**src/rtl/hntm_pkg.sv**
```systemverilog
`timescale 1ns / 1ps
// ----------------------------------------------------------------------------
// hntm_pkg
// Shared widths, codes and types for the nearest-template matcher.
// ----------------------------------------------------------------------------
package hntm_pkg;

   // bank geometry
   localparam int TEMPLATE_COUNT = 16;
   localparam int VECTOR_BITS    = 256;
   localparam int WORD_BITS      = 64;
   localparam int WORD_COUNT     = VECTOR_BITS / WORD_BITS;
   localparam int INDEX_BITS     = (TEMPLATE_COUNT > 1) ? $clog2(TEMPLATE_COUNT) : 1;

   // field widths
   localparam int SLOT_BITS      = 4;
   localparam int DIST_BITS      = 9;
   localparam int POP_BITS       = 7;
   localparam int INDEX_EXT_BITS = (INDEX_BITS > SLOT_BITS) ? INDEX_BITS : SLOT_BITS;

   // running minimum starts above any real distance
   localparam logic [DIST_BITS-1:0] DIST_START = '1;

   // request actions
   localparam logic ACTION_LOAD  = 1'b0;
   localparam logic ACTION_QUERY = 1'b1;

   // register map
   localparam int CSR_INDEX_BITS = 1;
   localparam int CSR_DATA_BITS  = 9;
   localparam logic [CSR_INDEX_BITS-1:0] CSR_DISTANCE_TOLERANCE = 1'b0;
   localparam logic [CSR_INDEX_BITS-1:0] CSR_MINIMUM_MARGIN     = 1'b1;
   localparam logic [CSR_DATA_BITS-1:0]  TOLERANCE_RESET        = 9'd256;
   localparam logic [CSR_DATA_BITS-1:0]  MARGIN_RESET           = 9'd0;

   // control from the sequencer into the distance unit
   typedef struct packed {
      logic                  start;
      logic                  valid;
      logic [INDEX_BITS-1:0] index;
   } hntm_scan_type;

   // running result of the distance unit
   typedef struct packed {
      logic                  pending;
      logic [INDEX_BITS-1:0] best_index;
      logic [DIST_BITS-1:0]  best_distance;
      logic [DIST_BITS-1:0]  second_distance;
   } hntm_track_type;

endpackage

```
**src/rtl/hntm_cell.sv**
```systemverilog
`timescale 1ns / 1ps
// ----------------------------------------------------------------------------
// hntm_cell
// One template slot of the ring; loads directly or takes its neighbor's vector.
// ----------------------------------------------------------------------------
module hntm_cell (
   input  logic                             clock,
   input  logic                             load_en,
   input  logic [hntm_pkg::VECTOR_BITS-1:0] load_vector,
   input  logic                             shift_en,
   input  logic [hntm_pkg::VECTOR_BITS-1:0] shift_vector,
   output logic [hntm_pkg::VECTOR_BITS-1:0] template_vector
);

   logic [hntm_pkg::VECTOR_BITS-1:0] template_ff;
   logic [hntm_pkg::VECTOR_BITS-1:0] template_in;

   // load has priority; loads only happen while the ring is at rest
   always_comb begin
      template_in = template_ff;
      if (load_en) begin
         template_in = load_vector;
      end else if (shift_en) begin
         template_in = shift_vector;
      end
   end

   // template storage, undefined until loaded
   always_ff @(posedge clock) begin
      template_ff <= template_in;
   end

   assign template_vector = template_ff;

endmodule

```
**config.mk**
```make
export PLATFORM = sky130hd
export DESIGN_NAME = hntm_cell
export DESIGN_NICKNAME = d
export VERILOG_FILES = /design/src/rtl/hntm_pkg.sv /design/src/rtl/hntm_cell.sv
export SDC_FILE = /design/constraint.sdc
export NUM_CORES = 1
export LEC_CHECK = 0
export ABC_AREA = 1
export BUFFER_PORTS_ARGS = -buffer_cell sky130_fd_sc_hd__buf_4
export CELL_PAD_IN_SITES_DETAIL_PLACEMENT = 0
export CELL_PAD_IN_SITES_GLOBAL_PLACEMENT = 1
export CORE_AREA = 2 2 297 299
export DETAILED_ROUTE_END_ITERATION = 10
export DIE_AREA = 0 0 299 301
export PLACE_DENSITY = 0.41
export SETUP_SLACK_MARGIN = 0.05
export SYNTH_ARGS = -nofsm -noshare
export SYNTH_HDL_FRONTEND = slang
export SYNTH_SLANG_ARGS = --single-unit
```
**constraint.sdc**
```tcl
create_clock -name clock -period 4.6 [get_ports clock]
set_input_delay 0.46 -clock clock [delete_from_list [all_inputs] [get_ports clock]]
set_output_delay 0.46 -clock clock [all_outputs]
set_load 0.02 [all_outputs]
```
==> impl_metrics.py, run 1 <==
metrics = {
    "run_status": {
        "status": "finished, final reports clean",
    },
    "setup_path": {
        "cp_slowest_cell": "or2_4",
        "critical_path.endpoint_type": "register",
        "critPathKind": "input pin to register",
        "worst-path-buf-inv": 2,
        "worstPathCellList": "clkbuf_8 > or2_4 > buf_12",
        "start_kind": "input pin",
        "worst-path-max-fanout": 88,
        "critical-path-top-delay-family": "buffers and inverters",
        "critPathMaxStageDelay_ns": 0.69,
        "critPathArrivalTime_ns": 2.30,
        "required_ns": 4.77,
    },
    "clocking": {
        "clock-sinks": 256,
        "htreeDepth": 2,
        "post_cts_resized": 0,
        "postCtsSetupRepairBufs": 0,
        "cts_tree": "built",
        "clk_pin_slew_ns": 0.06,
        "clk_path_buf_depth": 3,
        "cts_made_buffers": 36,
        "cts_root_buffer": "clkbuf_16",
        "holdBufCountCts": 0,
    },
    "routing": {
        "vias": 10400,
        "drc": 0,
        "via_per_inst": 3.43,
        "drt-pass1-iter-count": 4,
        "wl_um": 56600,
        "wl_per_cell_um": 18.7,
        "ant_nets": 0,
        "drtIter0Drc": 533,
    },
    "synth": {
        "async_flop_share_pct": 0,
        "synth-seq-cells": 256,
        "ys.flop_type": "edfxtp_1",
        "ys_warn_count": 0,
        "synth.top_cell.area_share_pct": 69.7,
        "syn_nets": 1598,
        "synth_area_leaders": "edfxtp_1, nand2_1, buf_6",
        "synth_edf_count": 256,
        "syn_area_per_cell_um2": 10.2,
        "netlist_area_um2": 11000,
        "synthCells": 1083,
        "yosysMostFrequentCell": "nand2_1",
        "yosysSeqAreaShare_pct": 69.7,
        "synth_cell_types": 8,
        "synth_commonest_cells": "nand2_1, edfxtp_1, buf_2",
        "synth_area_leader_cell": "edfxtp_1",
    },
    "place": {
        "globalplace.congestion": 0.827,
        "portBuffers": 770,
        "post-dp-hpwl_um": 43800,
        "dp.cells": 2964,
        "preCtsSetupSlack_ns": 1.91,
    },
    "timing": {
        "finalSetupViolations": 0,
        "hold_ws_ns": 0.180,
        "period_share_pct": 46.3,
        "drv_slew": 0,
        "hold_viol_final": 0,
        "fin_ws_ns": 2.47,
        "tightest_slew_ns": 0.929,
        "slew-limit-headroom_pct": 38.1,
        "finalSetupTns_ns": 0,
        "period_needed_ns": 2.13,
        "rsz0062_at_grt": "false",
        "clock.fmax_mhz": 470,
    },
    "flow_run": {
        "cap_violations": 0,
    },
    "final_layout": {
        "drive_gt1_share_pct": 44.4,
        "antennaDiodeCount": 0,
        "largest_reg_flops": 256,
        "areaGrowthSynthToFinish_pct": 73.1,
        "fin_nets": 2362,
        "seq_area_um2": 7690,
        "multi_input_area_um2": 2890,
        "final_cells": 3028,
        "fill_cells": 9576,
    },
    "floorplan": {
        "initial_core_util_pct": 12.8,
        "die-area_um2": 90000,
        "core_um2": 86500,
        "floorplan.rows": 108,
        "die_h_um": 301,
        "ioPinCount": 771,
        "die_x_um": 299,
    },
    "hold_path": {
        "hold_class": "input pin to register",
        "holdPathStages": 3,
        "holdPathEnd": "template_vector[91]",
        "hold_start": "shift_vector[91]",
    },
    "global_route": {
        "grt_start_max_net_pins": 144,
        "antenna_found_initial": 1,
        "grt_pass1_wl_um": 78000,
        "grtUsageTotal_pct": 11.9,
        "grt_overflow": 0,
        "grt_pass1_vias": 10900,
        "grt_util_met3_pct": 5.38,
        "gr-usage-met2_pct": 21.2,
        "use_met1_pct": 12.5,
        "busiest_layer": "met2",
    },
    "pwr": {
        "p_per_area_nw_per_um2": 373,
        "ir_worst_vdd_v": 0.000175,
        "leakage_nw": 9.24,
        "power_mw": 7.12,
    },
}
-- report_power, final --
part           total [mW]  internal (mW)  leakage, nW  switching [mW]
sequential           2.95           2.87         2.64          0.0831
combinational        1.49          0.669         6.07           0.825
clock                2.68           1.58        0.534            1.10
-- layout by cell type, fill, tap and decap left out, drive strengths merged --
master	synthesis	layout
buf	56	782
nand2	768	768
edfxtp	256	256
clkbuf	1	46
clkinv	0	14
inv	1	3
bufinv	0	2
or2	1	1
clkinvlp	0	1
-- worst max path at each step --
stage | start | to | slack [ns] | depth (start not counted)
5_1_grt | load_en | template_vector[69] | 2.35 | 3
6_report | load_en | template_vector[78] | 2.47 | 3
3_5_place_dp | load_en | template_vector[104] | 1.91 | 4
4_1_cts | load_en | template_vector[104] | 2.51 | 4
3_3_place_gp | load_en | template_vector[57] | 1.94 | 4
2_1_floorplan | load_en | template_vector[0] | 0.27 | 3
-- final cells by class --
type	instances	share of cell area [%]
clock buffers	45	5.00
multi-input cells	769	15.1
inverters	1	0.0589
clock inverters	19	0.747
well taps	1155	7.56
flip-flops and latches	256	40.2
repair buffers	783	31.3
-- per-stage QoR --
stage | area (µm²) | utilization [%]
after floorplan | 11000 | -
after global placement | 18000 | 20.8
after detailed placement | 18000 | 20.8
after CTS | 19100 | 22.1
after global routing | 19100 | 22.1
final | 19100 | 22.1
-- metal layers --
| layer | wire, µm | up-vias | part of all wire (%) |
|---|---|---|---|
| met5 | 16 | - | 0.028 |
| met4 | 1600 | 2 | 2.8 |
| met3 | 6050 | 63 | 11 |
| met2 | 28500 | 504 | 50 |
| met1 | 20500 | 4809 | 36 |
| li1 | - | 5016 | - |
-- worst min-delay path, cell delays in order --
cell,delay (ns)
buf_4,0.08
nand2_1,0.04
nand2_1,0.04
-- cell families after synthesis --
kind of cell  share of synthesized area, %
simple gates                          26.2
flops                                 69.7
buf+inv                               4.15
Note: power is estimated with default switching activity, not from simulation.
==> run 2: changes to the inputs <==
--- a/config.mk
+++ b/config.mk
@@ -9,10 +9,10 @@
 export BUFFER_PORTS_ARGS = -buffer_cell sky130_fd_sc_hd__buf_4
 export CELL_PAD_IN_SITES_DETAIL_PLACEMENT = 0
 export CELL_PAD_IN_SITES_GLOBAL_PLACEMENT = 1
-export CORE_AREA = 2 2 297 299
+export CORE_AREA = 2 2 299 301
 export DETAILED_ROUTE_END_ITERATION = 10
-export DIE_AREA = 0 0 299 301
-export PLACE_DENSITY = 0.41
+export DIE_AREA = 0 0 301 303
+export PLACE_DENSITY = 0.39
 export SETUP_SLACK_MARGIN = 0.05
 export SYNTH_ARGS = -nofsm -noshare
 export SYNTH_HDL_FRONTEND = slang
==> constraint.sdc (replaced) <==
create_clock -name clock -period 2.1 [get_ports clock]
set_input_delay 0.21 -clock clock [delete_from_list [all_inputs] [get_ports clock]]
set_output_delay 0.21 -clock clock [all_outputs]
set_load 0.02 [all_outputs]
==> run 2 against run 1 <==
  * Utilization increased by 5.8 points
  * Clock power increased by 140%
  * Sequential power up 120%
  * Wire length decreased by 1.6%
  * Via count increased by 19%
  * Combinational power grew to 2.8 times the previous value
  * Flip-flop and latch count unchanged
  * Die area up 1.3%
  * Cell count is 18% higher
  * Worst setup slack got worse by 1.8 ns
  * Design area is 28% higher
  * Hold slack got worse by 0.12 ns
  * Critical endpoint is now template_vector[139]
  * Largest cell class is now buffers
==> impl_metrics.py, run 2 (synthesized netlist as in run 1, its figures left out) <==
metrics = {
    "setup_path": {
        "worstPathCellList": "buf_4",
        "critPathArrivalTime_ns": 1.20,
        "critPathKind": "register to output port",
        "critical_path.endpoint_type": "output port",
        "critPathMaxStageDelay_ns": 0.45,
        "worst-path-buf-inv": 1,
        "cp_slowest_cell": "edfxtp_1",
        "required_ns": 1.89,
        "start_kind": "register",
        "critical-path-top-delay-family": "flip-flops",
        "worst-path-max-fanout": 1,
    },
    "pwr": {
        "power_mw": 17.1,
        "comb_power_share_pct": 24.5,
        "ir_worst_vdd_v": 0.000580,
        "p_per_area_nw_per_um2": 698,
        "p_int_mw": 12.5,
        "leakage_nw": 11.6,
        "switching_power_mw": 4.60,
        "clkPwrFrac_pct": 37.6,
        "p_seq_share_pct": 37.9,
        "switching_share_pct": 26.9,
    },
    "flow_run": {
        "cap_violations": 0,
    },
    "final_layout": {
        "largest_reg_flops": 256,
        "final_area_um2": 24500,
        "layout_common_cells": "buf_4, nand2_1, dlygate4sd3_1",
        "fin_nets": 2882,
        "utilization_pct": 27.9,
        "fill_cells": 9455,
        "drive_gt1_share_pct": 35.5,
        "areaGrowthSynthToFinish_pct": 122,
        "final_common_cell": "buf_4",
    },
    "timing": {
        "clock.fmax_mhz": 708,
        "drv_slew": 0,
        "finalSetupViolations": 0,
        "rsz0062_at_grt": "false",
        "period_share_pct": 67.2,
        "tightest_slew_ns": 0.771,
        "hold_viol_final": 0,
        "slew-limit-headroom_pct": 48.6,
        "fin_ws_ns": 0.688,
        "period_needed_ns": 1.41,
    },
    "routing": {
        "routed.top_layer": "met4",
        "drtIter0Drc": 441,
        "met2WireLength_um": 29100,
        "wl_met3_um": 5530,
        "wl_per_cell_um": 15.6,
        "ant_nets": 0,
        "wl_met1_um": 19500,
        "drc": 0,
        "via_per_inst": 3.46,
        "drt-pass1-iter-count": 5,
        "wl_um": 55700,
        "vias": 12300,
    },
    "place": {
        "preCtsSetupSlack_ns": 0.544,
        "place_area_um2": 18200,
        "post-dp-hpwl_um": 41500,
        "portBuffers": 770,
        "globalplace.congestion": 0.779,
    },
    "global_route": {
        "antenna_found_initial": 2,
        "grt_pass1_wl_um": 78700,
        "grtUsageTotal_pct": 11.5,
        "grt_pass1_vias": 13200,
        "grt_overflow": 0,
        "grt_start_max_net_pins": 113,
    },
    "clocking": {
        "clk_pin_slew_ns": 0.06,
        "post_cts_resized": 0,
        "clk_path_buf_depth": 3,
        "cts_root_buffer": "clkbuf_16",
        "cts_tree": "built",
        "htreeDepth": 2,
        "cts_made_buffers": 36,
        "clock-sinks": 256,
    },
    "run_status": {
        "status": "finished, final reports clean",
    },
    "floorplan": {
        "die-area_um2": 91200,
        "core_um2": 88000,
        "die_h_um": 303,
        "ioPinCount": 771,
        "initial_core_util_pct": 12.5,
        "floorplan.rows": 109,
        "die_x_um": 301,
    },
    "hold_path": {
        "hold_class": "input pin to register",
        "holdPathEnd": "template_vector[187]",
        "hold_start": "shift_vector[187]",
        "holdPathStages": 3,
    },
}
run 2: final cells by class:
type                            count  area [µm²]  area share (%)
Clock inverter                     24         270            1.10
Inverter                            1        11.3          0.0460
Multi-Input combinational cell    769        2890            11.8
Antenna cell                        2        5.00          0.0204
Timing Repair Buffer             1303       11200            45.9
Sequential cell                   256        7690            31.4
Clock buffer                       41         941            3.84
Tap cell                         1165        1460            5.95
run 2: worst max path at each step:
| stage | cells after the start | to | startpoint |
|---|---|---|---|
| after floorplan | 3 | template_vector[0] | load_en |
| after global placement | 3 | template_vector[60] | load_en |
| after detailed placement | 3 | template_vector[71] | load_en |
| after CTS | 1 | template_vector[174] | template_vector[174] |
| after global routing | 5 | template_vector[118] | load_en |
| final | 1 | template_vector[139] | template_vector[139] |
run 2: per-stage QoR:
stage	hold slack [ns]	instances	TNS [ns]
3_3_place_gp	0.472	2985	0
2_1_floorplan	0.389	1083	-160.07
4_1_cts	0.0141	3559	0
5_1_grt	0.0185	3561	0
3_5_place_dp	0.478	2985	0
6_report	0.0612	3561	0
run 2: power by group through the flow:
| stage | Clock, mW | Combinational (mW) | Sequential (mW) |
|---|---|---|---|
| floorplan | 0 | 0.575 | 7.30 |
| global placement | 0 | 3.36 | 6.58 |
| detailed placement | 0 | 3.34 | 6.58 |
| CTS | 6.73 | 4.26 | 6.49 |
| global route | 6.91 | 4.50 | 6.53 |
| finish | 6.43 | 4.19 | 6.47 |
run 2: timing repair:
action / CTS / global route
hold buffers: 509 / 0
buffers inserted: 0 / 0
endpoints found under the hold margin: 255 / 0
run 2: metal layers:
layer / track usage [%] / vias to the layer above
li1: - / 6057
met1: 11.4 / 5692
met2: 21.8 / 506
met3: 4.52 / 72
met4: 3.72 / 0
met5: 0 / -
