**src/rtl/hntm_pkg.sv**
```systemverilog
`timescale 1ns / 1ps
// ----------------------------------------------------------------------------
// hntm_pkg
// Shared widths, codes and types for the nearest-template matcher.
// ----------------------------------------------------------------------------
package hntm_pkg;

   // bank geometry
   localparam int TEMPLATE_COUNT = 16;
   localparam int VECTOR_BITS    = 256;
   localparam int WORD_BITS      = 64;
   localparam int WORD_COUNT     = VECTOR_BITS / WORD_BITS;
   localparam int INDEX_BITS     = (TEMPLATE_COUNT > 1) ? $clog2(TEMPLATE_COUNT) : 1;

   // field widths
   localparam int SLOT_BITS      = 4;
   localparam int DIST_BITS      = 9;
   localparam int POP_BITS       = 7;
   localparam int INDEX_EXT_BITS = (INDEX_BITS > SLOT_BITS) ? INDEX_BITS : SLOT_BITS;

   // running minimum starts above any real distance
   localparam logic [DIST_BITS-1:0] DIST_START = '1;

   // request actions
   localparam logic ACTION_LOAD  = 1'b0;
   localparam logic ACTION_QUERY = 1'b1;

   // register map
   localparam int CSR_INDEX_BITS = 1;
   localparam int CSR_DATA_BITS  = 9;
   localparam logic [CSR_INDEX_BITS-1:0] CSR_DISTANCE_TOLERANCE = 1'b0;
   localparam logic [CSR_INDEX_BITS-1:0] CSR_MINIMUM_MARGIN     = 1'b1;
   localparam logic [CSR_DATA_BITS-1:0]  TOLERANCE_RESET        = 9'd256;
   localparam logic [CSR_DATA_BITS-1:0]  MARGIN_RESET           = 9'd0;

   // control from the sequencer into the distance unit
   typedef struct packed {
      logic                  start;
      logic                  valid;
      logic [INDEX_BITS-1:0] index;
   } hntm_scan_type;

   // running result of the distance unit
   typedef struct packed {
      logic                  pending;
      logic [INDEX_BITS-1:0] best_index;
      logic [DIST_BITS-1:0]  best_distance;
      logic [DIST_BITS-1:0]  second_distance;
   } hntm_track_type;

endpackage

```
**src/rtl/hntm_dist.sv**
```systemverilog
`timescale 1ns / 1ps
// ----------------------------------------------------------------------------
// hntm_dist
// Two-stage Hamming distance unit with running best and second-best tracking.
// ----------------------------------------------------------------------------
module hntm_dist (
   input  logic                             clock,
   input  logic                             reset,
   input  hntm_pkg::hntm_scan_type          scan,
   input  logic [hntm_pkg::VECTOR_BITS-1:0] query_vector,
   input  logic [hntm_pkg::VECTOR_BITS-1:0] template_vector,
   output hntm_pkg::hntm_track_type         track
);

   // balanced adder tree over one 64-bit word
   function automatic logic [hntm_pkg::POP_BITS-1:0] count_ones64(
      input logic [hntm_pkg::WORD_BITS-1:0] x
   );
      logic [1:0] lvl1 [32];
      logic [2:0] lvl2 [16];
      logic [3:0] lvl3 [8];
      logic [4:0] lvl4 [4];
      logic [5:0] lvl5 [2];
      for (int i = 0; i < 32; i++) lvl1[i] = {1'b0, x[2*i]} + {1'b0, x[2*i+1]};
      for (int i = 0; i < 16; i++) lvl2[i] = {1'b0, lvl1[2*i]} + {1'b0, lvl1[2*i+1]};
      for (int i = 0; i < 8; i++)  lvl3[i] = {1'b0, lvl2[2*i]} + {1'b0, lvl2[2*i+1]};
      for (int i = 0; i < 4; i++)  lvl4[i] = {1'b0, lvl3[2*i]} + {1'b0, lvl3[2*i+1]};
      for (int i = 0; i < 2; i++)  lvl5[i] = {1'b0, lvl4[2*i]} + {1'b0, lvl4[2*i+1]};
      return {1'b0, lvl5[0]} + {1'b0, lvl5[1]};
   endfunction

   logic [hntm_pkg::VECTOR_BITS-1:0] diff;
   logic [hntm_pkg::POP_BITS-1:0]    pop_in [hntm_pkg::WORD_COUNT];
   logic [hntm_pkg::POP_BITS-1:0]    pop_ff [hntm_pkg::WORD_COUNT];
   logic                             s1_valid_ff;
   logic [hntm_pkg::INDEX_BITS-1:0]  s1_index_ff;
   logic [hntm_pkg::DIST_BITS-1:0]   distance;
   logic [hntm_pkg::DIST_BITS-1:0]   best_ff;
   logic [hntm_pkg::DIST_BITS-1:0]   best_in;
   logic [hntm_pkg::DIST_BITS-1:0]   second_ff;
   logic [hntm_pkg::DIST_BITS-1:0]   second_in;
   logic [hntm_pkg::INDEX_BITS-1:0]  best_at_ff;
   logic [hntm_pkg::INDEX_BITS-1:0]  best_at_in;

   // stage 1: per-word bit counts of the xor
   assign diff = query_vector ^ template_vector;

   always_comb begin
      for (int w = 0; w < hntm_pkg::WORD_COUNT; w++) begin
         pop_in[w] = count_ones64(diff[w*hntm_pkg::WORD_BITS +: hntm_pkg::WORD_BITS]);
      end
   end

   always_ff @(posedge clock) begin
      for (int w = 0; w < hntm_pkg::WORD_COUNT; w++) begin
         pop_ff[w] <= pop_in[w];
      end
      s1_index_ff <= scan.index;
   end

   always_ff @(posedge clock) begin
      if (reset) begin
         s1_valid_ff <= 1'b0;
      end else begin
         s1_valid_ff <= scan.valid;
      end
   end

   // stage 2: total distance and min / second-min update, first index wins ties
   always_comb begin
      distance = '0;
      for (int w = 0; w < hntm_pkg::WORD_COUNT; w++) begin
         distance = distance + hntm_pkg::DIST_BITS'(pop_ff[w]);
      end
   end

   always_comb begin
      best_in    = best_ff;
      second_in  = second_ff;
      best_at_in = best_at_ff;
      if (scan.start) begin
         best_in    = hntm_pkg::DIST_START;
         second_in  = hntm_pkg::DIST_START;
         best_at_in = '0;
      end else if (s1_valid_ff) begin
         if (distance < best_ff) begin
            second_in  = best_ff;
            best_in    = distance;
            best_at_in = s1_index_ff;
         end else if (distance < second_ff) begin
            second_in = distance;
         end
      end
   end

   always_ff @(posedge clock) begin
      best_ff    <= best_in;
      second_ff  <= second_in;
      best_at_ff <= best_at_in;
   end

   assign track.pending         = s1_valid_ff;
   assign track.best_index      = best_at_ff;
   assign track.best_distance   = best_ff;
   assign track.second_distance = second_ff;

endmodule

```
**config.mk**
```make
export PLATFORM = sky130hd
export DESIGN_NAME = hntm_dist
export DESIGN_NICKNAME = d
export VERILOG_FILES = /design/src/rtl/hntm_pkg.sv /design/src/rtl/hntm_dist.sv
export SDC_FILE = /design/constraint.sdc
export NUM_CORES = 1
export LEC_CHECK = 0
export BUFFER_PORTS_ARGS = -buffer_cell sky130_fd_sc_hd__buf_2
export CAP_MARGIN = 30
export CORE_AREA = 2 2 208 210
export CTS_CLUSTER_DIAMETER = 40
export DETAILED_ROUTE_END_ITERATION = 8
export DIE_AREA = 0 0 210 212
export GPL_ROUTABILITY_DRIVEN = 0
export MAX_ROUTING_LAYER = met4
export PLACE_DENSITY_LB_ADDON = 0.08
export SLEW_MARGIN = 20
export SYNTH_ARGS = -nofsm -noshare
export SYNTH_HDL_FRONTEND = slang
export SYNTH_SLANG_ARGS = --single-unit
```
**constraint.sdc**
```tcl
create_clock -name clock -period 18.74 [get_ports clock]
set_clock_uncertainty 0.1 [all_clocks]
set_input_delay 2.811 -clock clock [delete_from_list [all_inputs] [get_ports clock]]
set_output_delay 2.811 -clock clock [all_outputs]
set_load 0.02 [all_outputs]
```
==> results of run 1 <==
==> registers in the layout (all words and copies together) (netlist names) <==
register,cells
best_at_ff,4
second_ff,9
s1_valid_ff,1
best_ff,9
s1_index_ff,4
pop_ff,28
==> cells by family (layout without fill, tap and decap cells) <==
| group | count (synthesis) | count (layout) | synth area share [%] |
|---|---|---|---|
| DFF | 55 | 55 | 10.1 |
| buffers and inverters | 224 | 765 | 7.91 |
| and+or+nand+nor | 50 | 50 | 2.17 |
| adders and majority gates | 314 | 314 | 51.7 |
| xor gates and xnor gates | 277 | 277 | 22.2 |
| other | 0 | 1 | 0 |
| AOI/OAI and AO/OA | 89 | 89 | 5.74 |
| muxes | 2 | 2 | 0.206 |
==> per-layer routing <==
layer | vias up | global-route usage, %
met5 | - | -
met4 | 0 | 1.39
met3 | 12 | 1.14
met2 | 243 | 25.5
met1 | 3947 | 16.4
li1 | 4111 | -
==> path summary, 6_finish.rpt <==
kind / to / cells after the start
setup / recovery: pop_ff[0][6]$_DFF_P_ / 21
hold / removal: best_at_ff[0]$_SDFFE_PP0P_ / 2
setup reg to reg: second_ff[1]$_SDFFE_PP1P_ / 15
hold reg to reg: best_at_ff[0]$_SDFFE_PP0P_ / 2
==> metrics by stage <==
| step | hold WS [ns] | std cells | setup slack (ns) |
|---|---|---|---|
| final | 0.336 | 2099 | 10.11 |
| after global routing | 0.363 | 2099 | 9.75 |
| after CTS | 0.338 | 2098 | 10.06 |
| after detailed placement | 0.328 | 2091 | 9.73 |
| after global placement | 0.327 | 2091 | 9.78 |
| after floorplan | 0.317 | 1011 | 10.15 |
==> layout make-up <==
type	instances	area [um2]
well taps	546	683
clock inverters	1	5.00
fillers	4503	28100
repair buffers	542	2710
multi-input cells	732	8970
clock buffers	6	139
flip-flops and latches	55	1100
inverters	216	811
diodes	1	2.50
==> layout by cell type, fill, tap and decap left out, types with 2 or more instances in the layout <==
cell type  count
o31a_1         3
a211o_1       14
dfxtp_1       55
a22o_1         3
ha_1          84
a311o_1        3
mux2_2         2
xor2_1       155
nand2_1       15
o21ai_0        6
o21bai_1       9
nor3_1         2
nand4_1        2
xnor2_1      122
a21oi_1       35
inv_1        216
nor2_1        19
nor2b_1        4
buf_2        542
clkbuf_16      5
nand2_2        2
a21o_1         9
fa_1         230
nand2b_1       3
a211oi_1       2
==> worst min-delay path: cells and delay by family (launching register included) <==
family | cells | cell delay (ns)
AOI/OAI and AO/OA | 1 | 0.05
DFF | 1 | 0.30
and+or+nand+nor | 1 | 0.05
==> reports/qor.txt, run 1 <==
Share of layout cells above drive strength 1: 35.9%
Root Driver: clkbuf_16
Most common cell in the synthesized netlist: fa_1
First-pass GRT wire length: 46200 um
IO Count: 543
First-pass DRT Iterations: 4
CP startpoint kind: input pin
Met1 wire length: 12100 um
Met2 wire len: 16100 um
Syn avg cell area: 10.8 um2
Register area share after synthesis: 10.1%
Routed met3 length: 1060 um
Placement Rows: 76
Slew margin rel.: 56.6%
Residual DRC: 0
Final Hold Fails: 0
Die width: 210 um
Antenna viol nets, final: 0
Core ar.: 42500 um2
Syn Inst Count: 1011
Largest net degree at the start of global routing: 26
Reg2reg setup slack: 13.71 ns
Max cap viols: 0
CTS Buf Count: 5
GRT Total Usage: 13.6%
Ys async rst share: 0%
Ys Warns: 0
DR vias/cell: 3.96
Most frequent cells after synthesis: 230 x fa_1, 216 x inv_1, 155 x xor2_1
Worst-Skew Late Latency: 0.30 ns
CTS H-tree depth: 2
DR top layer: met4
CTS Buffer Depth: 2
CP arrival: 8.72 ns
Global route overflow: 0
Area of the mapped netlist: 10900 um2
Area growth from synthesis to layout: 31.9%
Worst hold start: s1_index_ff[0]$_DFF_P_
Critical path origin: template_vector[0]
Worst-path clk slew: 0.07 ns
Syn_nets: 1845
Status: finished, final reports clean
Reg-to-Reg Start: pop_ff[2][1]$_DFF_P_
Initial core utilization: 25.7%
Actual slew at the worst max-slew pin: 0.648 ns
F_max: 116 MHz
Drt total wl: 29400 um
Postcts setup bufs: 0
Post-synth top area share: 42.1%
Initial antenna violation count: 1
Post-route cell area: 14400 um2
Final Max Slew Viols: 0
Crit path time final: 8.63 ns
Post-Route Setup TNS: 0 ns
Clk sinks: 55
Worst Hold Class: reg -> reg
Crit-path leading delay family: adder cells
RSZ-0062 raised after global routing: false
Synth Register Bits: 55
CP max-delay cell: fa_1
Part of the cycle the worst path needs: 46.1%
Post-DP Area: 14300 um2
CP Data Required Time: 18.83 ns
Worst Path Buf+Inv: 4
Vias in the first global route: 9390
Critical Path, Cell by Cell: buf_2 > xnor2_1 > fa_1 > inv_1 > fa_1 > fa_1 > fa_1 > fa_1 > fa_1 > inv_1 > fa_1 > fa_1 > inv_1 > ha_1 > fa_1 > a21oi_1 > nor2_1 > nor2_1 > nor2b_1 > o21ai_0 > nand2b_1
CTS tree: built
CTS resizes: 0
Die H: 212 um
Final setup viols: 0
Top cells by area, synth: fa_1 42%, xor2_1 12%, dfxtp_1 10%
Top FF cell, synth: dfxtp_1
Die ar.: 44500 um2
Final HPWL DP: 28300 um
Layout Nets: 2386
EDFF count, synth: 0
Biggest area consumer among synthesized cells: fa_1
CP peak stage delay: 0.55 ns
Post-CTS Hold Buffers: 0
Most frequent CP cell: fa_1
DR WL/cell: 14.0 um
Vias: 8313
Post-layout util: 33.9%
WS Path Type: in -> reg
Synth unique cells: 36
IO buf count: 542
Worst-path fanout max: 2
Iter 0 DRT Violations: 159
CP Capture Type: flip-flop
Power of run 1 is left out: the tool's default activity adds up to more than one toggle a clock period on the data nets, which glitch-free logic cannot reach.
==> run 2: changes to the inputs <==
--- a/config.mk
+++ b/config.mk
@@ -5,12 +5,13 @@
 export SDC_FILE = /design/constraint.sdc
 export NUM_CORES = 1
 export LEC_CHECK = 0
+export ABC_AREA = 1
 export BUFFER_PORTS_ARGS = -buffer_cell sky130_fd_sc_hd__buf_2
 export CAP_MARGIN = 30
-export CORE_AREA = 2 2 208 210
+export CORE_AREA = 2 2 210 212
 export CTS_CLUSTER_DIAMETER = 40
 export DETAILED_ROUTE_END_ITERATION = 8
-export DIE_AREA = 0 0 210 212
+export DIE_AREA = 0 0 212 214
 export GPL_ROUTABILITY_DRIVEN = 0
 export MAX_ROUTING_LAYER = met4
 export PLACE_DENSITY_LB_ADDON = 0.08
==> constraint.sdc (replaced) <==
create_clock -name clock -period 8.3 [get_ports clock]
set_clock_uncertainty 0.1 [all_clocks]
set_input_delay 1.245 -clock clock [delete_from_list [all_inputs] [get_ports clock]]
set_output_delay 1.245 -clock clock [all_outputs]
set_load 0.02 [all_outputs]
==> reports/qor.txt, run 2 <==
Status: finished, final reports clean
Post-layout util: 34.1% (+0.21 points)
Syn avg cell area: 10.2 um2 (-6.2%)
CP Capture Type: flip-flop
Final Hold Fails: 0 (unchanged)
WS Path Type: in -> reg
Largest net degree at the start of global routing: 26 (unchanged)
Die H: 214 um (+0.94%)
CTS H-tree depth: 2 (unchanged)
Syn_nets: 1926 (+4.4%)
Area growth from synthesis to layout: 32.1%
Worst-path clk slew: 0.07 ns (about the same)
Crit path time final: 6.96 ns
CTS tree: built
CP arrival: 7.10 ns (-1.62 ns)
GRT Total Usage: 14.2% (+0.63 points)
Final HPWL DP: 29800 um (+5.3%)
CP Data Required Time: 8.44 ns (-10.39 ns)
CP max-delay cell: fa_1
Placement Rows: 76 (unchanged)
Final Max Slew Viols: 0 (unchanged)
Clk sinks: 55 (unchanged)
Iter 0 DRT Violations: 266 (+67%)
Worst-Skew Late Latency: 0.31 ns (about the same)
Multi-input combinational cell area: 9060 um2 (+0.96%)
CP peak stage delay: 0.59 ns (+0.04 ns)
Biggest area consumer among synthesized cells: fa_1
# fillers: 4571 (+1.5%)
Commonest non-fill, non-tap cells in the layout: 542 x buf_2, 230 x fa_1, 228 x inv_1
First-pass DRT Iterations: 4 (unchanged)
Slew margin rel.: 62.0% (+5.3 points)
Die width: 212 um (+0.95%)
Drt total wl: 31000 um (+5.1%)
Area of the mapped netlist: 11100 um2 (+1.4%)
Synth Register Bits: 55 (unchanged)
CTS resizes: 0 (unchanged)
Part of the cycle the worst path needs: 83.9%
Flip-flop count of the largest register after layout: 28 (unchanged)
Postcts setup bufs: 0 (unchanged)
Share of layout cells above drive strength 1: 34.4% (-1.5 points)
Antenna viol nets, final: 0 (unchanged)
Die ar.: 45400 um2 (+1.9%)
Commonest non-fill, non-tap cell in the layout: buf_2
CP startpoint kind: input pin
IO buf count: 542 (unchanged)
Register area share after synthesis: 9.93% (-0.14 points)
Ys Warns: 0 (unchanged)
Top cells by area, synth: fa_1 42%, xor2_1 13%, dfxtp_1 9.9%
Inserted Diodes: 0 (-1)
EDFF count, synth: 0 (unchanged)
Synth unique cells: 28 (-22%)
Global route overflow: 0 (unchanged)
Max cap viols: 0 (unchanged)
DR WL/cell: 14.0 um (-0.55%)
Reg area: 1100 um2 (unchanged)
Core ar.: 42900 um2 (+0.89%)
Top flop regs: pop_ff (28), best_ff (9), second_ff (9)
Post-Route Setup TNS: 0 ns (unchanged)
Vias: 8612 (+3.6%)
Vias in the first global route: 9971 (+6.2%)
Ys async rst share: 0% (unchanged)
F_max: 144 MHz
Most frequent CP cell: fa_1
Root Driver: clkbuf_16
Post-CTS Hold Buffers: 0 (unchanged)
Most common cell in the synthesized netlist: fa_1
First-pass GRT wire length: 49300 um (+6.7%)
Actual slew at the worst max-slew pin: 0.567 ns (-0.0816 ns)
Layout Nets: 2467 (+3.4%)
Top FF cell, synth: dfxtp_1
Residual DRC: 0 (unchanged)
IO Count: 543 (unchanged)
Worst-path fanout max: 2 (unchanged)
Worst Hold Class: reg -> reg
RSZ-0062 raised after global routing: false
Initial antenna violation count: 3 (+2)
Min setup slack post-route: 1.34 ns (-8.77 ns)
DR vias/cell: 3.88 (-2.0%)
Most frequent cells after synthesis: 230 x fa_1, 228 x inv_1, 163 x xor2_1
CTS Buf Count: 5 (unchanged)
CTS Buffer Depth: 2 (unchanged)
Critical Path, Cell by Cell: buf_2 > xnor2_1 > fa_1 > inv_1 > fa_1 > inv_1 > fa_1 > fa_1 > inv_1 > fa_1 > fa_1 > inv_1 > fa_1 > fa_1 > inv_1 > ha_1 > inv_1 > fa_1 > o21ai_0 > a21oi_1 > o21bai_1
Biggest register: pop_ff
Post-synth top area share: 41.5% (-0.57 points)
Syn Inst Count: 1092 (+8.0%)
Initial core utilization: 25.8% (+0.12 points)
Final setup viols: 0 (unchanged)
Pre-CTS setup slack: 0.971 ns (-8.76 ns)
## run 2: changes by cell type after synthesis, sizes merged, moves of 5 or more
cell / previous run / this run
a211o: 14 / 0
nand2: 17 / 109
nand4: 2 / 10
xnor2: 122 / 112
nand3: 0 / 44
inv: 216 / 229
o21bai: 10 / 5
xor2: 155 / 163
a21o: 9 / 1
nor2: 19 / 13
a21oi: 35 / 24
## run 2: cell families (layout without fill, tap and decap cells)
family                   Yosys count  after routing  synth area share (%)
buffers and inverters            238            780                  8.36
flip-flops                        55             55                  9.93
adder cells (fa/ha/maj)          314            314                  51.0
AO/OA/AOI/OAI                     33             33                  1.75
AND/OR/NAND/NOR                  177            177                  7.20
XOR/XNOR                         275            275                  21.7
## run 2: area by class of cell
type                            instances  area share [%]
Clock buffer                            6           0.948
Clock inverter                          2           0.265
Inverter                              230            5.90
Multi-Input combinational cell        799            61.8
Sequential cell                        55            7.52
Tap cell                              585            5.00
Timing Repair Buffer                  542            18.5
## run 2: worst paths after layout
kind	startpoint	to	slack [ns]	cells after the start
worst max register to register	pop_ff[1][1]$_DFF_P_	best_at_ff[1]$_SDFFE_PP0P_	3.75	18
worst max-delay path	template_vector[173]	pop_ff[2][6]$_DFF_P_	1.34	21
worst min register to register	s1_index_ff[0]$_DFF_P_	best_at_ff[0]$_SDFFE_PP0P_	0.34	2
worst min-delay path	s1_index_ff[0]$_DFF_P_	best_at_ff[0]$_SDFFE_PP0P_	0.34	2
## run 2: per-stage QoR
| stage | instances | hold slack, ns | area (um2) |
|---|---|---|---|
| 3_5_place_dp | 2211 | 0.334 | 14500 |
| 4_1_cts | 2219 | 0.345 | 14600 |
| 2_1_floorplan | 1092 | 0.318 | 11100 |
| 5_1_grt | 2219 | 0.359 | 14600 |
| 3_3_place_gp | 2211 | 0.333 | 14500 |
| 6_report | 2219 | 0.341 | 14600 |
## run 2: per-layer routing
layer	global-route usage, %	vias up	routed length (um)
met1	16.8	4045	12700
met5	-	-	0
met3	1.26	19	1140
met4	1.36	0	221
met2	26.8	241	16900
li1	-	4307	-
## run 2: critical path: cells and delay by family
kind | cells | cell delay, ns
adder cells (fa/ha/maj) | 10 | 4.73
XOR/XNOR | 1 | 0.14
AO/OA/AOI/OAI | 3 | 0.54
buffers and inverters | 7 | 0.48
Power of run 2 is left out for the same reason.
==> run 3: changes to the inputs <==
--- a/config.mk
+++ b/config.mk
@@ -5,13 +5,13 @@
 export SDC_FILE = /design/constraint.sdc
 export NUM_CORES = 1
 export LEC_CHECK = 0
-export ABC_AREA = 1
+export ABC_AREA = 0
 export BUFFER_PORTS_ARGS = -buffer_cell sky130_fd_sc_hd__buf_2
 export CAP_MARGIN = 30
-export CORE_AREA = 2 2 210 212
+export CORE_AREA = 2 2 208 210
 export CTS_CLUSTER_DIAMETER = 40
 export DETAILED_ROUTE_END_ITERATION = 8
-export DIE_AREA = 0 0 212 214
+export DIE_AREA = 0 0 210 212
 export GPL_ROUTABILITY_DRIVEN = 0
 export MAX_ROUTING_LAYER = met4
 export PLACE_DENSITY_LB_ADDON = 0.08
==> constraint.sdc (replaced) <==
create_clock -name clock -period 6.7 [get_ports clock]
set_clock_uncertainty 0.1 [all_clocks]
set_input_delay 1.005 -clock clock [delete_from_list [all_inputs] [get_ports clock]]
set_output_delay 1.005 -clock clock [all_outputs]
set_load 0.02 [all_outputs]
==> reports/qor.txt, run 3 (same netlist as run 1, synthesis figures left out) <==
Status: finished, final reports clean
Placement Rows: 76 (unchanged)
RSZ-0062 raised after global routing: true
Post-Route Setup TNS: 0 ns (unchanged)
Die width: 210 um (-0.94%)
Vias in the first global route: 9506 (-4.7%)
CP arrival: 6.68 ns (-0.42 ns)
DR WL/cell: 13.9 um (-0.31%)
CTS H-tree depth: 2 (unchanged)
Initial antenna violation count: 2 (-1)
CP Data Required Time: 6.78 ns (-1.66 ns)
Commonest non-fill, non-tap cells in the layout: 532 x buf_2, 218 x fa_1, 189 x inv_1
Final Max Slew Viols: 0 (unchanged)
R2r worst-path depth: 15 (-3)
Post-DP Area: 14400 um2 (-0.36%)
Largest net degree at the start of global routing: 26 (unchanged)
Hold Path End: best_at_ff[2]$_SDFFE_PP0P_
Top flop regs: pop_ff (28), best_ff (9), second_ff (9)
IO buf count: 542 (unchanged)
CTS Buf Count: 5 (unchanged)
Worst Hold Class: reg -> reg
Crit path time final: 6.61 ns
Drt total wl: 29500 um (-4.8%)
Actual slew at the worst max-slew pin: 0.685 ns (+0.118 ns)
CTS Buffer Depth: 2 (unchanged)
Root Driver: clkbuf_16
Die ar.: 44500 um2 (-1.9%)
Reg2reg setup slack: 1.66 ns (-2.09 ns)
Final Hold Fails: 0 (unchanged)
Die H: 212 um (-0.93%)
IO Count: 543 (unchanged)
Worst-Skew Late Latency: 0.30 ns (about the same)
Share of layout cells above drive strength 1: 42.0% (+7.7 points)
Final setup viols: 0 (unchanged)
Post-route cell area: 15000 um2 (+2.5%)
Worst-path clk slew: 0.06 ns (about the same)
Met2 wire len: 16200 um (-4.0%)
WS Path Type: in -> reg
Slew margin rel.: 54.2% (-7.8 points)
Worst flop-to-flop path endpoint: second_ff[2]$_SDFFE_PP1P_
Worst-path fanout max: 2 (unchanged)
First-pass DRT Iterations: 4 (unchanged)
Residual DRC: 0 (unchanged)
Worst hold start: s1_index_ff[2]$_DFF_P_
First-pass GRT wire length: 46900 um (-4.9%)
Met1 wire length: 12000 um (-5.8%)
Hold Path Cell Cnt: 2 (unchanged)
Flip-flop count of the largest register after layout: 28 (unchanged)
Post-CTS Hold Buffers: 0 (unchanged)
Commonest non-fill, non-tap cell in the layout: buf_2
DR top layer: met4
GRT Total Usage: 13.7% (-0.48 points)
CP Capture Type: flip-flop
CP startpoint kind: input pin
F_max: 151 MHz
Area growth from synthesis to layout: 37.3%
Max cap viols: 0 (unchanged)
DR vias/cell: 3.95 (+1.8%)
Reg-to-Reg Start: pop_ff[2][1]$_DFF_P_
Final HPWL DP: 28300 um (-5.0%)
Part of the cycle the worst path needs: 98.6%
Global route overflow: 0 (unchanged)
Initial core utilization: 25.7% (-0.12 points)
Iter 0 DRT Violations: 178 (-33%)
Core ar.: 42500 um2 (-0.89%)
Biggest register: pop_ff
Routed met3 length: 1190 um (+4.1%)
Antenna viol nets, final: 0 (unchanged)
Vias: 8378 (-2.7%)
CTS tree: built
Clk sinks: 55 (unchanged)
Layout Nets: 2407 (-2.4%)
## run 3: cell types whose count changed in the layout (fill, tap and decap cells not counted), sizes merged, moves of 5 or more
cell | previous run | this run
xor2 | 163 | 155
o21bai | 5 | 10
a21oi | 24 | 35
xnor2 | 112 | 122
nand3 | 44 | 0
a211o | 0 | 14
nor2 | 13 | 19
nand2 | 109 | 17
buf | 542 | 563
inv | 230 | 216
nand4 | 10 | 2
a21o | 1 | 9
## run 3: final cells by class
cell class              instances  area, um2
inverters                     216        811
clock buffers                   6        129
multi-input cells             732       9340
flip-flops and latches         55       1100
diodes                          2       5.00
repair buffers                563       2940
well taps                     546        683
fillers                      4414      27500
## run 3: critical path, stage by stage
cell	delay, ns
buf_2	0.12
xor2_2	0.18
fa_2	0.50
fa_1	0.54
inv_1	0.05
fa_1	0.48
fa_1	0.50
fa_1	0.51
inv_2	0.05
fa_1	0.54
inv_2	0.04
fa_1	0.49
fa_1	0.51
inv_1	0.04
ha_2	0.18
fa_2	0.35
a21oi_2	0.14
nor2_1	0.05
nor2_1	0.13
nor2b_1	0.06
o21ai_1	0.13
nand2b_1	0.08
## run 3: worst max path at each step
| stage | from | endpoint | slack, ns | cells after the start |
|---|---|---|---|---|
| 2_1_floorplan | template_vector[39] | pop_ff[0][6]$_DFF_P_ | -0.002 | 21 |
| 3_3_place_gp | template_vector[173] | pop_ff[2][4]$_DFF_P_ | -0.28 | 22 |
| 4_1_cts | template_vector[239] | pop_ff[3][6]$_DFF_P_ | 0.00008 | 22 |
| 6_report | query_vector[63] | pop_ff[0][6]$_DFF_P_ | 0.09 | 22 |
| 5_1_grt | template_vector[101] | pop_ff[1][6]$_DFF_P_ | -0.13 | 23 |
| 3_5_place_dp | query_vector[237] | pop_ff[3][6]$_DFF_P_ | -0.34 | 23 |
## run 3: timing repair
item / in CTS / in global routing
pin swaps: 6 / 100
setup endpoints to repair: 1 / 13
gates resized for setup: 1 / 101
buffers inserted: 0 / 5
## run 3: layer usage
layer | global-route usage [%] | vias up
li1 | - | 4135
met1 | 16.7 | 3976
met2 | 25.4 | 256
met3 | 1.24 | 11
met4 | 1.74 | 0
met5 | - | -
## run 3: through the flow
step                      setup slack, ns  cells  utilization (%)  hold WS (ns)
after global placement             -0.283   2108             33.9         0.329
after floorplan                  -0.00163   1011                -         0.317
after detailed placement           -0.341   2108             33.9         0.331
after global routing               -0.126   2120             35.3         0.365
after CTS                       0.0000755   2114             34.2         0.341
final                              0.0945   2120             35.3         0.339
Power of run 3 is left out for the same reason.
